===== src/sconv_pkg.sv =====
// Shared types, constants and codes of the strided 2D convolution block.
`timescale 1ns / 1ps
package sconv_pkg;

    localparam int MAX_KERNEL_DEF = 5;
    localparam int MAX_COLS_DEF = 1024;
    localparam int DATA_BITS = 16;
    localparam int SUM_BITS = 40;
    localparam int IDX_BITS = 10;
    localparam int CFG_DATA_BITS = 11;
    localparam int MAX_ROWS = 1024;

    typedef logic signed [DATA_BITS-1:0] pix_t;
    typedef logic signed [2*DATA_BITS-1:0] prod_t;
    typedef logic signed [SUM_BITS-1:0] sum_t;

    localparam logic OP_COEFF = 1'b0;
    localparam logic OP_PIXEL = 1'b1;

    typedef enum logic [2:0] {
        CFG_IMAGE_ROWS  = 3'd0,
        CFG_IMAGE_COLS  = 3'd1,
        CFG_KERNEL_ROWS = 3'd2,
        CFG_KERNEL_COLS = 3'd3,
        CFG_STRIDE      = 3'd4
    } cfg_index_t;

    typedef struct packed {
        logic       opcode;
        logic [4:0] coeff_index;
        pix_t       value;
    } in_item_t;

    typedef struct packed {
        sum_t                sum;
        logic [IDX_BITS-1:0] out_row;
        logic [IDX_BITS-1:0] out_col;
        logic                last_of_frame;
    } out_item_t;

endpackage


===== src/sconv_cell.sv =====
// One window column cell: holds a pixel column, multiplies it and sums it.
`timescale 1ns / 1ps
module sconv_cell #(
    parameter int MAX_KERNEL = sconv_pkg::MAX_KERNEL_DEF
) (
    input  logic             aclk,
    input  logic             shift_en,
    input  logic             pipe_en,
    input  sconv_pkg::pix_t  col_in  [MAX_KERNEL],
    input  sconv_pkg::pix_t  coef    [MAX_KERNEL],
    output sconv_pkg::pix_t  col_out [MAX_KERNEL],
    output sconv_pkg::sum_t  sum_out
);
    import sconv_pkg::*;

    pix_t  col_reg  [MAX_KERNEL];
    prod_t prod_reg [MAX_KERNEL];
    sum_t  sum_reg;
    sum_t  sum_next;

    always_comb begin
        sum_next = '0;
        for (int a = 0; a < MAX_KERNEL; a++) begin
            sum_next = sum_next + sum_t'(prod_reg[a]);
        end
    end

    always_ff @(posedge aclk) begin
        if (shift_en) begin
            col_reg <= col_in;
        end
        if (pipe_en) begin
            for (int a = 0; a < MAX_KERNEL; a++) begin
                // Positions outside the kernel carry a zero coefficient and may hold
                // pixels that were never loaded, so they contribute a clean zero.
                if (coef[a] == '0) begin
                    prod_reg[a] <= '0;
                end else begin
                    prod_reg[a] <= col_reg[a] * coef[a];
                end
            end
            sum_reg <= sum_next;
        end
    end

    assign col_out = col_reg;
    assign sum_out = sum_reg;
endmodule


===== config.mk =====
export PLATFORM = sky130hd
export DESIGN_NAME = sconv_cell
export DESIGN_NICKNAME = d
export VERILOG_FILES = /design/src/sconv_pkg.sv /design/src/sconv_cell.sv
export SDC_FILE = /design/constraint.sdc
export NUM_CORES = 2
export LEC_CHECK = 0
export BUFFER_PORTS_ARGS = -buffer_cell sky130_fd_sc_hd__buf_4
export CELL_PAD_IN_SITES_DETAIL_PLACEMENT = 0
export CELL_PAD_IN_SITES_GLOBAL_PLACEMENT = 1
export CORE_AREA = 3 3 356 358
export CTS_BUF_LIST = sky130_fd_sc_hd__clkbuf_16
export CTS_CLUSTER_DIAMETER = 50
export DETAILED_ROUTE_END_ITERATION = 10
export DIE_AREA = 0 0 359 361
export GPL_TIMING_DRIVEN = 0
export PLACE_DENSITY_LB_ADDON = 0.1
export SLEW_MARGIN = 20
export SYNTH_ARGS = -nofsm -noshare
export SYNTH_HDL_FRONTEND = slang
export SYNTH_SLANG_ARGS = --single-unit

===== constraint.sdc =====
create_clock -name aclk -period 7.55 [get_ports aclk]
set_input_delay 0.755 -clock aclk [delete_from_list [all_inputs] [get_ports aclk]]
set_output_delay 0.755 -clock aclk [all_outputs]
set_load 0.02 [all_outputs]

==> summary.txt <==
number of flip-flops in the largest register: 160
most frequent cells after synthesis: 1460 x inv_1, 1408 x fa_1, 660 x nand2_1
clock transition at the registers of the reported paths: 60 ps
Startpoint Class: primary input
Final Hold Fails: 0
Max-Cap Viols: 0
most frequent cell after synthesis: inv_1
Max Clock Freq: 0.137 GHz
fin crit share: 0.964
top area cells in the synthesized netlist: fa_1 46%, edfxtp_1 13%, ha_1 9.0%, inv_1 8.9%, and2_1 6.3%
Routed Wire Length: 168000 µm
Layout Nets: 8537
Via density: 5.28
setup ws final: 269 ps
met2 usage: 0.442
Starting Density: 0.500
synthesis-to-layout area growth: 9.14%
number of global-route vias before repair: 46704
Crit Path Max Fanout: 10
die height: 361 µm
drt wl/cell: 20.5 µm
number of port buffers: 270
Die Area: 130000 µm²
instance count of the mapped netlist: 6199
CTS max path bufs: 3
Ant. Diodes: 0
CORE AREA: 124000 µm²
M1 GR Usage: 0.384
Num CTS Buffers: 43
Initial DRC Count: 2692
Vias: 43203
GR Util met3: 0.0256
Tightest Pin Transition: 968 ps
crit path DAT: 7650 ps
critical path type: primary input to register
EDFF count, synth: 276
Core Rows: 129
Reg area: 8290 µm²
register area share after synthesis: 0.134
DRC Markers: 0
largest net degree at the start of global routing: 81
YS warnings: 0
outcome: complete, no violations
RSZ-0062 raised after global routing: no
post-synth top area cell: fa_1
CTS tree: built
ys async rst share: 0
Yosys reg bits: 276
I/O pin total: 283
fillers: 11378
first-pass GRT wire length: 269000 µm
GP Congestion: 0.924
post-synth top area share: 0.456
antenna-violating nets left: 0
CTS sink count: 276
minimum clock period: 7280 ps
area of the multi-input gates: 47300 µm²
Slew Viols, Final: 0
syn_nets: 8216
CTS Hold Buffers Added: 0
Critical Path Sink Type: register
count of cell types in the netlist: 85
root buf cell: clkbuf_16
total gr overflow: 0
CP required: 7920 ps
H-tree Lvls: 2
most crowded layer after global routing: met2
Die W: 359 µm
DP Wirelength: 143000 µm
Most used DFF post-synth: edfxtp_1
layout cell share with drive strength beyond 1: 0.0629
pre-CTS WS: -981 ps
Setup Viol. Count Final: 0
synthesized area per cell: 9.97 µm²
first-pass iteration count of the detailed router: 5
Setup Skew: 24.0 ps
Total GRT Usage: 0.269
mapped cell area: 61800 µm²
Slew HR: 0.355
initial antenna violation count: 5
worst skew pair latency: 610 ps
hold crit path type: primary input to register
-- layout by cell type (no fill, tap or decap), drive strengths merged, types with 15 or more instances in the layout --
cell and instances:
edfxtp 276, a211oi 17, nand2 660, nor3 34, inv 1477, and2 621
nand3 25, nand2b 42, xnor2 134, buf 284, o21ai 91, o21a 26
fa 1408, nand4 16, a21oi 124, nor4 25, nor2b 20, xor2 53
clkbuf 238, a31oi 15, o21bai 28, a21o 60, ha 446, nor2 241
and3 41
-- path summary, 6_finish.rpt --
| check | slack, ps | cells after the start | endpoint | startpoint |
|---|---|---|---|---|
| worst max-delay path | 270 | 24 | prod_reg[2][31]$_SDFFCE_PN0P_ | coef[39] |
| worst min-delay path | 320 | 1 | col_out[6]$_DFFE_PP_ | col_in[6] |
| worst max register to register | 320 | 21 | prod_reg[2][31]$_SDFFCE_PN0P_ | col_out[34]$_DFFE_PP_ |
| worst min register to register | 640 | 1 | sum_out[0]$_DFFE_PP_ | prod_reg[0][0]$_SDFFCE_PN0P_ |
-- worst max-delay path, cell delays in order --
cell and delay (ps):
clkbuf_1 530, clkbuf_2 390, nand2_1 120, fa_1 540
inv_1 50, fa_1 500, inv_1 50, fa_1 540
inv_1 70, fa_1 520, fa_1 520, inv_1 50
fa_1 480, inv_1 40, ha_1 350, nand4_1 160
nor2_1 280, nor4bb_2 480, o2111a_1 290, nor3_2 70
a21oi_2 210, o211a_1 210, nor3_1 60, nor3b_2 370
-- cell type report --
type / instances / area share
Buffer: 203 / 0.0120
Clock buffer: 43 / 0.0160
Clock inverter: 35 / 0.00505
Inverter: 1460 / 0.0813
Multi-Input combinational cell: 4260 / 0.701
Sequential cell: 276 / 0.123
Tap cell: 1637 / 0.0304
Timing Repair Buffer: 276 / 0.0316
-- layer usage --
metal	routed length, µm	vias to the layer above
li1	-	19280
met1	73500	22477
met2	80200	1216
met3	9340	230
met4	4890	0
met5	0	-
-- timing repair --
action                                  CTS  global route
hold endpoints to repair                  0             0
resized for setup                         4            40
setup buffers                             0             2
endpoints found under the setup margin    3             8
-- metrics by stage --
| stage | hold WS, ps | instance area, µm² | cells | util | setup TNS, ps |
|---|---|---|---|---|---|
| floorplan | 526 | 61800 | 6199 | - | 0 |
| global placement | 622 | 65900 | 8106 | 0.533 | -5610 |
| detailed placement | 616 | 66000 | 8110 | 0.534 | -5220 |
| CTS | 261 | 67400 | 8188 | 0.545 | 0 |
| global route | 289 | 67400 | 8190 | 0.546 | 0 |
| finish | 318 | 67400 | 8190 | 0.546 | 0 |
-- kinds of logic after synthesis --
group	after synthesis	share of synthesized area
flops	276	0.134
fa+ha+maj	1854	0.546
buf+inv	1663	0.101
simple gates	1765	0.142
compound gates	450	0.0490
mux	4	0.000648
xor+xnor	187	0.0265
Power is left out: the tool's default activity adds up to more than one toggle a clock period on the data nets, which glitch-free logic cannot reach.
